--- config.mk ---
export PLATFORM = sky130hd
export DESIGN_NAME = c_brace_nesting_tracker
export DESIGN_NICKNAME = d
export VERILOG_FILES = /design/src/rtl/core/c_bnt_pkg.sv /design/src/rtl/core/c_bnt_scan.sv /design/src/rtl/core/c_bnt_count.sv /design/src/rtl/core/c_brace_nesting_tracker.sv
export SDC_FILE = /design/constraint.sdc
export NUM_CORES = 1
export LEC_CHECK = 0
export BUFFER_PORTS_ARGS = -buffer_cell sky130_fd_sc_hd__buf_2
export CORE_UTILIZATION = 60
export DETAILED_ROUTE_END_ITERATION = 16
export PLACE_DENSITY = 0.81
export SYNTH_ARGS = -nofsm -noshare
export SYNTH_HDL_FRONTEND = slang
export SYNTH_SLANG_ARGS = --single-unit
--- constraint.sdc ---
create_clock -name clk -period 7 [get_ports clk]
set_input_delay 2.1 -clock clk [delete_from_list [all_inputs] [get_ports clk]]
set_output_delay 2.1 -clock clk [all_outputs]
set_load 0.02 [all_outputs]
--- src/rtl/core/c_bnt_pkg.sv ---
// Shared codes for the brace nesting tracker: scanner state codes, region
// codes, character constants and the scan status struct.
// No dependencies.
`timescale 1ns / 1ps
`default_nettype none

package c_bnt_pkg;

	localparam int COUNT_WIDTH_DEF = 16;
	localparam int LEVEL_OUT_W     = 16;
	localparam int REPORT_OUT_W    = 17;

	localparam logic [7:0] CH_SQUOTE = 8'h27;
	localparam logic [7:0] CH_DQUOTE = 8'h22;
	localparam logic [7:0] CH_BSLASH = 8'h5c;
	localparam logic [7:0] CH_OPEN   = 8'h7b;
	localparam logic [7:0] CH_CLOSE  = 8'h7d;
	localparam logic [7:0] CH_SLASH  = 8'h2f;
	localparam logic [7:0] CH_STAR   = 8'h2a;

	localparam logic [3:0] ST_CODE    = 4'd0;
	localparam logic [3:0] ST_SQ      = 4'd1;
	localparam logic [3:0] ST_SQ_ESC  = 4'd2;
	localparam logic [3:0] ST_SQ_ESCQ = 4'd3;
	localparam logic [3:0] ST_DQ      = 4'd4;
	localparam logic [3:0] ST_DQ_ESC  = 4'd5;
	localparam logic [3:0] ST_DQ_ESCQ = 4'd6;
	localparam logic [3:0] ST_COMM    = 4'd7;
	localparam logic [3:0] ST_STAR    = 4'd8;
	localparam logic [3:0] ST_SLASH   = 4'd9;

	localparam logic [2:0] RG_CODE   = 3'd0;
	localparam logic [2:0] RG_SQUOTE = 3'd1;
	localparam logic [2:0] RG_DQUOTE = 3'd2;
	localparam logic [2:0] RG_COMM   = 3'd3;
	localparam logic [2:0] RG_SLASH  = 3'd4;

	typedef struct packed {
		logic [3:0] next_state;
		logic [2:0] region;
		logic       brace_chk;  // byte is seen in code: check it for braces
	} scan_status_t;

endpackage

`default_nettype wire

--- src/rtl/core/c_bnt_scan.sv ---
// Lexical scanner next-state logic: code, quoted literals, block comments.
// Depends on c_bnt_pkg.
`timescale 1ns / 1ps
`default_nettype none

module c_bnt_scan import c_bnt_pkg::*; (
	input  wire logic [3:0] state,
	input  wire logic [7:0] text_byte,
	output scan_status_t    status
);

	logic [3:0] nxt;
	logic       chk;

	always_comb begin
		nxt = ST_CODE;
		chk = 1'b0;
		unique case (state)
			ST_SQ: begin
				if (text_byte == CH_BSLASH) nxt = ST_SQ_ESC;
				else if (text_byte == CH_SQUOTE) nxt = ST_CODE;
				else nxt = ST_SQ;
			end
			ST_SQ_ESC:  nxt = (text_byte == CH_SQUOTE) ? ST_SQ_ESCQ : ST_SQ;
			// after an escaped quote only the closing quote counts
			ST_SQ_ESCQ: nxt = (text_byte == CH_SQUOTE) ? ST_CODE : ST_SQ;
			ST_DQ: begin
				if (text_byte == CH_BSLASH) nxt = ST_DQ_ESC;
				else if (text_byte == CH_DQUOTE) nxt = ST_CODE;
				else nxt = ST_DQ;
			end
			ST_DQ_ESC:  nxt = (text_byte == CH_DQUOTE) ? ST_DQ_ESCQ : ST_DQ;
			ST_DQ_ESCQ: nxt = (text_byte == CH_DQUOTE) ? ST_CODE : ST_DQ;
			ST_COMM:    nxt = (text_byte == CH_STAR) ? ST_STAR : ST_COMM;
			ST_STAR: begin
				if (text_byte == CH_SLASH) nxt = ST_CODE;
				else if (text_byte == CH_STAR) nxt = ST_STAR;
				else nxt = ST_COMM;
			end
			ST_SLASH: begin
				// byte after a lone slash: quotes and slashes go unseen
				if (text_byte == CH_STAR) begin
					nxt = ST_COMM;
				end else begin
					nxt = ST_CODE;
					chk = 1'b1;
				end
			end
			default: begin
				if (text_byte == CH_SQUOTE) nxt = ST_SQ;
				else if (text_byte == CH_DQUOTE) nxt = ST_DQ;
				else if (text_byte == CH_SLASH) nxt = ST_SLASH;
				else begin
					nxt = ST_CODE;
					chk = 1'b1;
				end
			end
		endcase
	end

	logic [2:0] rg;

	always_comb begin
		unique case (nxt)
			ST_SQ, ST_SQ_ESC, ST_SQ_ESCQ: rg = RG_SQUOTE;
			ST_DQ, ST_DQ_ESC, ST_DQ_ESCQ: rg = RG_DQUOTE;
			ST_COMM, ST_STAR:             rg = RG_COMM;
			ST_SLASH:                     rg = RG_SLASH;
			default:                      rg = RG_CODE;
		endcase
	end

	assign status.next_state = nxt;
	assign status.region     = rg;
	assign status.brace_chk  = chk;

endmodule

`default_nettype wire

--- src/rtl/core/c_bnt_count.sv ---
// Brace level and routine counter update, both saturating.
// Depends on c_bnt_pkg.
`timescale 1ns / 1ps
`default_nettype none

module c_bnt_count import c_bnt_pkg::*; #(
	parameter int COUNT_WIDTH = COUNT_WIDTH_DEF
) (
	input  wire logic signed [COUNT_WIDTH-1:0] level,
	input  wire logic        [COUNT_WIDTH-1:0] count,
	input  wire logic        [7:0]             text_byte,
	input  wire logic                          brace_chk,
	output logic signed      [COUNT_WIDTH-1:0] level_nxt,
	output logic             [COUNT_WIDTH-1:0] count_nxt,
	output logic                               routine_end
);

	localparam logic signed [COUNT_WIDTH-1:0] LVL_MAX = {1'b0, {(COUNT_WIDTH-1){1'b1}}};
	localparam logic signed [COUNT_WIDTH-1:0] LVL_MIN = {1'b1, {(COUNT_WIDTH-1){1'b0}}};
	localparam logic        [COUNT_WIDTH-1:0] CNT_MAX = {COUNT_WIDTH{1'b1}};
	localparam logic        [COUNT_WIDTH-1:0] ONE     = {{(COUNT_WIDTH-1){1'b0}}, 1'b1};

	logic signed [COUNT_WIDTH-1:0] dec;

	assign dec = (level != LVL_MIN) ? level - ONE : level;

	always_comb begin
		level_nxt   = level;
		count_nxt   = count;
		routine_end = 1'b0;
		if (brace_chk && text_byte == CH_OPEN) begin
			if (level != LVL_MAX) level_nxt = level + ONE;
		end else if (brace_chk && text_byte == CH_CLOSE) begin
			level_nxt = dec;
			// a close that lands on zero ends a routine
			if (dec == '0) begin
				routine_end = 1'b1;
				if (count != CNT_MAX) count_nxt = count + ONE;
			end
		end
	end

endmodule

`default_nettype wire

--- src/rtl/core/c_brace_nesting_tracker.sv ---
// Top level of the brace nesting tracker: input register, scanner and
// counter state, result register. Depends on c_bnt_pkg, c_bnt_scan, c_bnt_count.
//
// Usage:
//   Input channel in_valid / in_stall carries one source character per item
//   (text_byte) and last_byte, which marks the final character of a text.
//   Output channel out_valid / out_stall carries one result per input item:
//   nest_level, region, routine_end, routines_seen, and on the last byte
//   balanced and reported_routines (both zero on other bytes).
//   One item is taken per cycle sustained while the receiver does not stall;
//   the scanner state and both counters update in the single cycle an item
//   moves from the input register to the result register.
//   When the receiver stalls, the result holds and the input register keeps
//   one more item; in_stall rises only while both are full.
//   After a last byte the scanner returns to code and both counters to zero.
//   arst_n clears all valid flags and the scan state at once; no clearing
//   pass is needed.
`timescale 1ns / 1ps
`default_nettype none

module c_brace_nesting_tracker import c_bnt_pkg::*; #(
	parameter int COUNT_WIDTH = COUNT_WIDTH_DEF
) (
	input  wire logic                     clk,
	input  wire logic                     arst_n,
	input  wire logic                     in_valid,
	output logic                          in_stall,
	input  wire logic [7:0]               text_byte,
	input  wire logic                     last_byte,
	output logic                          out_valid,
	input  wire logic                     out_stall,
	output logic signed [LEVEL_OUT_W-1:0] nest_level,
	output logic [2:0]                    region,
	output logic                          routine_end,
	output logic [LEVEL_OUT_W-1:0]        routines_seen,
	output logic                          balanced,
	output logic signed [REPORT_OUT_W-1:0] reported_routines
);

	localparam int EXT_W = COUNT_WIDTH + REPORT_OUT_W;

	logic                          valid_s1;
	logic [7:0]                    byte_s1;
	logic                          last_s1;
	logic                          adv;

	logic [3:0]                    state_q;
	logic signed [COUNT_WIDTH-1:0] level_q;
	logic [COUNT_WIDTH-1:0]        count_q;

	scan_status_t                  scan;
	logic signed [COUNT_WIDTH-1:0] level_nxt;
	logic [COUNT_WIDTH-1:0]        count_nxt;
	logic                          rend;
	logic signed [EXT_W-1:0]       level_ext;
	logic [EXT_W-1:0]              count_m1;

	assign adv      = !out_valid || !out_stall;
	assign in_stall = valid_s1 && !adv;

	always_ff @(posedge clk or negedge arst_n) begin
		if (!arst_n) begin
			valid_s1 <= 1'b0;
		end else if (in_valid && !in_stall) begin
			valid_s1 <= 1'b1;
		end else if (adv) begin
			valid_s1 <= 1'b0;
		end
	end

	always_ff @(posedge clk) begin
		if (in_valid && !in_stall) begin
			byte_s1 <= text_byte;
			last_s1 <= last_byte;
		end
	end

	c_bnt_scan u_scan (
		.state     (state_q),
		.text_byte (byte_s1),
		.status    (scan)
	);

	c_bnt_count #(
		.COUNT_WIDTH (COUNT_WIDTH)
	) u_count (
		.level       (level_q),
		.count       (count_q),
		.text_byte   (byte_s1),
		.brace_chk   (scan.brace_chk),
		.level_nxt   (level_nxt),
		.count_nxt   (count_nxt),
		.routine_end (rend)
	);

	assign level_ext = EXT_W'(level_nxt);
	assign count_m1  = {{REPORT_OUT_W{1'b0}}, count_nxt} - EXT_W'(1);

	always_ff @(posedge clk or negedge arst_n) begin
		if (!arst_n) begin
			state_q   <= ST_CODE;
			level_q   <= '0;
			count_q   <= '0;
			out_valid <= 1'b0;
		end else if (adv) begin
			out_valid <= valid_s1;
			if (valid_s1) begin
				if (last_s1) begin
					state_q <= ST_CODE;
					level_q <= '0;
					count_q <= '0;
				end else begin
					state_q <= scan.next_state;
					level_q <= level_nxt;
					count_q <= count_nxt;
				end
			end
		end
	end

	always_ff @(posedge clk) begin
		if (adv && valid_s1) begin
			nest_level    <= level_ext[LEVEL_OUT_W-1:0];
			region        <= scan.region;
			routine_end   <= rend;
			routines_seen <= count_m1[LEVEL_OUT_W-1:0] + LEVEL_OUT_W'(1);
			if (last_s1) begin
				balanced          <= (level_nxt == '0);
				reported_routines <= count_m1[REPORT_OUT_W-1:0];
			end else begin
				balanced          <= 1'b0;
				reported_routines <= '0;
			end
		end
	end

	// input side only stalls behind a held result
	a_stall_cause: assert property (@(posedge clk) disable iff (!arst_n)
		in_stall |-> (out_valid && out_stall))
		else $error("input stalled without a held result");

	a_rend_zero: assert property (@(posedge clk) disable iff (!arst_n)
		(out_valid && routine_end) |-> (nest_level == '0))
		else $error("routine end with nonzero level");

	a_bal_zero: assert property (@(posedge clk) disable iff (!arst_n)
		(out_valid && balanced) |-> (nest_level == '0))
		else $error("balanced verdict with nonzero level");

	a_hold: assert property (@(posedge clk) disable iff (!arst_n)
		(out_valid && out_stall) |=> (out_valid && $stable(nest_level)
			&& $stable(routines_seen)))
		else $error("stalled result changed");

endmodule

`default_nettype wire
* Word level (Yosys, flattened, before mapping) *
Memory sizes are Yosys's and may differ from the RTL's. A register that Yosys moved wholly into a read port is not among the register bits.
Index checks and enable logic that the tools add are counted.

cells by class
  $add $sub $neg = 5
  equality and inequality tests = 19
  multiplexer cells = 32
  bitwise operators = 1
  reduce and logical (&&, ||, !) cells = 16

operators by type and width
  kind                   number
  $mux 16                10
  $add 16x1->16 const B  3
  $ne 16x16->1 const B   3
  $pmux 4 s9             1
  $eq 8x6->1 const B     4
  $logic_not 16->1       2
  $mux 4                 8
  $eq 8x7->1 const B     3
  $sub 16x1->17 const B  1
  $eq 4x3->1 const B     4
  $sub 16x1->16 const B  1
  $eq 4x2->1 const B     2
  $eq 4x4->1 const B     2
  $mux 1                 8
  $reduce_or 8->1        1
  $mux 3                 2
  $logic_and 1x1->1      5
  $eq 4x1->1 const B     1
  $logic_not 1->1        4
  $mux 2                 2
  $pmux 1 s2             1
  $reduce_and 2->1       1
  $reduce_bool 2->1      1
  $reduce_or 2->1        1
  other kinds (2)        2

word-level totals
  register bits = 98
  memory bits (read-only) = 48
  bits of input ports = 13
  output and inout bits = 56
  word-level logic and storage cells = 86
  memories = 1

memory list
  memory           words  bits a word  rd ports  clocked after memory_dff  wr ports  RTL line          source
  (no name shown)  16     3            1         1                         0         c_bnt_scan.sv:64  unique case (nxt)

* Logic depth before layout (Yosys ltp) *
  depth after elaboration = 10
  mapped depth = 22
  mapped depth without buffers = 20

* Modules after synthesis *
Synthesis repeated with hierarchy kept, for this count alone.

second synthesis, totals
  cell total of the unflattened synthesis = 673
  area, all modules = 6531.3 µm²

modules (own cells, without submodules)
  module                   instances  cells each  area an instance (µm²)  sequential area each (µm²)
  c_brace_nesting_tracker  1          368         4438.0                  2842.7
  c_bnt_count              1          239         1551.5                  0.0
  c_bnt_scan               1          66          541.8                   0.0

* Least setup slack after synthesis *
Ideal clock, no wire load.

  path type = register to register
  from = reg level_q[0]
  to = reg routines_seen[9], data pin
  setup time = 275 ps
  data arrival time = 4966 ps
  data required time = 6725 ps
  setup slack = 1758 ps
  cell stages (with the launch flop) = 23
  buffers on the path = 2
  period minus slack after synthesis = 5242 ps
  path through = dfrtp_1 > buf_2 > inv_1 > ha_1 > or4b_1 > nor4_1 > or4_1 > o2111ai_2 > nor3_1 > buf_2 > mux2i_1 > ha_1 > nand3_1 > o211ai_1 > and3_1 > nand4_1 > a211o_1 > nand3_1 > nand2_1 > a2111oi_2 > nand3_1 > a22o_1 > xnor2_1

on the way
  cells in the longest elaborated chain, start to end = 8
  elaborated cells on any way between the ends = 9
  classes of those cells = add/sub (3); eq/ne (1); mux (4); reduce/logical (1)

ends and longest elaborated chain
  what                                                  RTL line                        source
  start, declared                                       c_brace_nesting_tracker.sv:48   logic signed [COUNT_WIDTH-1:0] level_q;
  start signal, assigned                                c_brace_nesting_tracker.sv:114  level_q <= level_nxt;
  $sub 16x1->16 / $ne 16x16->1 (equally long branches)  c_bnt_count.sv:25               assign dec = (level != LVL_MIN) ? level - ONE : level;
  $mux 16 *                                             c_bnt_count.sv:25
  $logic_not 16->1 *                                    c_bnt_count.sv:36               if (dec == '0) begin
  $mux 16 *                                             c_bnt_count.sv:36
  $mux 16 *                                             c_bnt_count.sv:33               end else if (brace_chk && text_byte == CH_CLOSE) begin
  $mux 16 *                                             c_bnt_count.sv:31               if (brace_chk && text_byte == CH_OPEN) begin
  $sub 16x1->17 *                                       c_brace_nesting_tracker.sv:97   assign count_m1 = {{REPORT_OUT_W{1'b0}}, count_nxt} - EXT_W'(1);
  $add 16x1->16 *                                       c_brace_nesting_tracker.sv:126  routines_seen <= count_m1[LEVEL_OUT_W-1:0] + LEVEL_OUT_W'(1);
  end signal, assigned                                  c_brace_nesting_tracker.sv:126
  end, declared                                         c_brace_nesting_tracker.sv:35   output logic [LEVEL_OUT_W-1:0] routines_seen,

Mark *: on every way between the ends. The rest lies on a longest branch, timed or not.
A chain may end at the register's enable or synchronous reset.

* Worst setup path in the final report *
  from = reg count_q[0]
  to = reg routines_seen[15], data pin

on the way
  cells in the longest elaborated chain, start to end = 7
  elaborated cells on any way between the ends = 8
  classes of those cells = add/sub (3); eq/ne (1); mux (4)

ends and longest elaborated chain
  what                                                  RTL line                        source
  start, declared                                       c_brace_nesting_tracker.sv:49   logic [COUNT_WIDTH-1:0] count_q;
  start signal, assigned                                c_brace_nesting_tracker.sv:115  count_q <= count_nxt;
  $add 16x1->16 / $ne 16x16->1 (equally long branches)  c_bnt_count.sv:38               if (count != CNT_MAX) count_nxt = count + ONE;
  $mux 16                                               c_bnt_count.sv:38
  $mux 16                                               c_bnt_count.sv:36
  $mux 16                                               c_bnt_count.sv:33
  $mux 16 *                                             c_bnt_count.sv:31
  $sub 16x1->17 *                                       c_brace_nesting_tracker.sv:97
  named net count_m1[0]                                 c_brace_nesting_tracker.sv:56   logic [EXT_W-1:0] count_m1;
  $add 16x1->16 *                                       c_brace_nesting_tracker.sv:126

Mark *: on every way through the listed nets, which the timed path passes. The rest lies on a longest branch.

==> impl_metrics.py <==
metrics = {
    "synthesis": {
        "synthArstFlopShare_pct": 37.6,
        "synth_area_sq_um": 6420,
        "synth_top_area_share_pct": 29.5,
        "synth-seq-cells": 101,
        "ys_types": 74,
        "synthSimpleGateAreaFrac_pct": 27.9,
        "syn_nets": 708,
        "synthAdderAreaFrac_pct": 1.13,
        "avgSynthCellArea_sq_um": 9.30,
        "syn_inst": 690,
        "synth_xor_area_share_pct": 5.73,
        "synthMuxAreaShare_pct": 2.09,
        "synth-main-ff-cell": "edfxtp_1",
        "ys_seq_area_share_pct": 44.3,
        "synth-warning-count": 0,
        "synth_compound_gate_area_share_pct": 14.7,
        "synth_top_family_by_area": "simple AND/OR/NAND/NOR gates",
        "synthTopCellsByArea": "edfxtp_1, dfrtp_1, nand2_1, xnor2_1, nor2_1",
        "synth_largest_area_cell": "edfxtp_1",
        "synth_edf_count": 63,
    },
    "sta": {
        "period_share_pct": 88.1,
        "slew_violations": 0,
        "clock.fmax_ghz": 0.162,
        "timing.hold.ws_ns": 0.504,
        "rsz0062_at_grt": "no",
        "period_minus_slack_ns": 6.17,
        "setup_viol": 0,
        "fin_setup_tns_ns": 0,
        "slew_headroom_pct": 26.9,
        "hold_viol": 0,
        "fin_worst_skew_ns": 0.0118,
        "worst_pin_slew_ns": 1.09,
    },
    "clock_tree": {
        "post_cts_buffers": 0,
        "cts_root_buf": "clkbuf_8",
        "clkTransAtPathRegs_ns": 0.11,
        "cts_max_path_buffers": 2,
        "clock_latency_ns": 0.40,
        "htree_levels": 3,
        "cts-resized-gates": 0,
        "tritoncts": "done",
        "clkSinkCount": 101,
        "numCtsBuffers": 9,
        "cts_hold_repair.buffers": 0,
    },
    "worst_hold_path": {
        "hp-start": "valid_s1$_DFFE_PN0P_",
        "hold_class": "flop to flop",
    },
    "floorplan": {
        "die_x_microns": 105,
        "io_pins": 69,
        "start_util_pct": 61.9,
        "fp.dieH_microns": 105,
        "fp.coreArea_sq_um": 10400,
        "fp-row-count": 37,
        "die_area_sq_um": 11100,
    },
    "drt": {
        "drc": 0,
        "drt_iter0_markers": 553,
        "wire_per_inst_microns": 18.8,
        "wl_microns": 16400,
        "via_per_inst": 6.51,
        "dr.pass1.iters": 5,
        "antenna_left": 0,
        "vias": 5663,
    },
    "status": {
        "status": "finished, final reports clean",
    },
    "final_layout": {
        "antennaDiodeCount": 0,
        "nNetsFinal": 747,
        "layout-drive-gt1-share_pct": 17.0,
        "final_common_cell": "nand2_1",
        "syn_to_final_growth_pct": 8.85,
        "final_cell_mix": "nand2_1, buf_2, edfxtp_1, nor2_1, o21ai_0",
    },
    "worst_setup_path": {
        "path_buf_inv": 1,
        "path_max_fanout": 15,
        "cpMaxStageDelayCell": "nor4_1",
        "crit_path_start_kind": "flop",
        "cp.arrival_ns": 6.33,
        "crit_family": "simple AND/OR/NAND/NOR gates",
        "crit_top_cell": "nand2_1",
        "crit_path_cell_trace": "ha_1, nand2_1, nor4_1, nand2_1, nand3_1, nor3_1, buf_4, xnor2_1, ha_1, o211ai_1, nor3b_1, nand4_1, a211o_1, nand3_1, nand2_1, a2111oi_2, nand3_2, nor4_2, xnor2_1",
        "rr_startpoint": "count_q[0]$_DFFE_PN0P_",
        "required_ns": 7.16,
        "critPathMaxStageDelay_ns": 0.70,
        "r2r_slack_ns": 0.83,
        "crit_path_end_kind": "flop",
        "critical_path_class": "flop to flop",
        "worstSetupStartpoint": "count_q[0]$_DFFE_PN0P_",
    },
    "global_route": {
        "grtUsageTotal_pct": 31.0,
        "antenna_found_initial": 0,
        "overflow": 0,
        "grt_pass1_wl_microns": 26700,
        "grt_max_degree": 66,
        "grt_pass1_vias": 5283,
    },
    "power": {
        "ir_drop_uv": 162,
        "pwr_density_cell_nw_per_um2": 170,
        "leakage_nw": 2.70,
    },
    "job": {
        "drv_cap": 0,
    },
    "placed_design": {
        "port-buffer-count": 68,
        "hpwl_microns": 11400,
        "gp_congestion": 0.929,
    },
}
## state kept, by name (all words and copies together) (netlist names)
register and cells:
balanced 1, out_valid 1, state_q 4, byte_s1 8, nest_level 16, routine_end 1, routines_seen 16, count_q 16
last_s1 1, level_q 16, valid_s1 1, reported_routines 17, region 3
## final timing paths
| path | to | depth (start not counted) |
|---|---|---|
| min | out_valid$_DFFE_PN0N_ | 1 |
| max reg2reg | routines_seen[15]$_DFFE_PP_ | 19 |
| max | routines_seen[15]$_DFFE_PP_ | 19 |
| min reg2reg | out_valid$_DFFE_PN0N_ | 1 |
| min in group asynchronous | level_q[3]$_DFFE_PN0P_ | 1 |
| max in group asynchronous | state_q[0]$_DFFE_PN0P_ | 1 |
## synth_stat cells (11+ instances only)
library cell and count:
nor3_1 27, inv_1 19, o21ai_0 42, nor2_1 58
nand4_1 21, xor2_1 16, edfxtp_1 63, a21oi_1 14
and2_1 12, nand2_1 69, or3_1 13, o31ai_1 11
dfrtp_1 38, nand3_1 38, nor4_1 16, xnor2_1 26
clkbuf_1 37
## cell type report
cell class	count	area, sq um
clock buffers	9	124
clock inverters	7	73.8
fillers	860	3380
inverters	19	71.3
multi-input cells	524	3320
flip-flops and latches	101	2840
well taps	136	170
repair buffers	74	385
## power by group
part,switching (mW),leakage [nW],internal [mW]
Clock,0.216,0.0996,0.166
Sequential,0.0138,1.14,0.666
Combinational,0.0916,1.46,0.0352
Total,0.322,2.70,0.868
## metal layers
metal  track usage [%]  up-vias  part of all wire, %  wire length, microns
li1                  -     2650                    -                     -
met1              42.2     2721                   42                  6930
met2              48.2      262                   47                  7680
met3              6.68       30                  8.6                  1420
met4              12.6        0                  2.1                   350
met5                 0        -                    0                     0
## metrics by stage
| stage | cells | setup WS [ns] | utilization [%] | power, mW | instance area (sq um) |
|---|---|---|---|---|---|
| after global routing | 870 | 0.314 | 67.4 | 1.23 | 6990 |
| after detailed placement | 854 | 1.01 | 65.5 | 0.820 | 6790 |
| after global placement | 854 | 1.38 | 65.5 | 0.817 | 6790 |
| final | 870 | 0.833 | 67.4 | 1.19 | 6990 |
| after CTS | 870 | 0.957 | 67.4 | 1.20 | 6990 |
| after floorplan | 690 | 1.76 | - | 0.772 | 6420 |
## logic make-up (layout without fill, tap and decap cells)
family | after synthesis | after routing
multiplexers | 13 | 13
flip-flops | 101 | 101
XOR/XNOR | 42 | 42
AND/OR/NAND/NOR | 327 | 327
buffers and inverters | 65 | 109
adder cells (fa/ha/maj) | 6 | 6
AO/OA/AOI/OAI | 136 | 136
No activity file was read; power rests on OpenSTA's default activity.
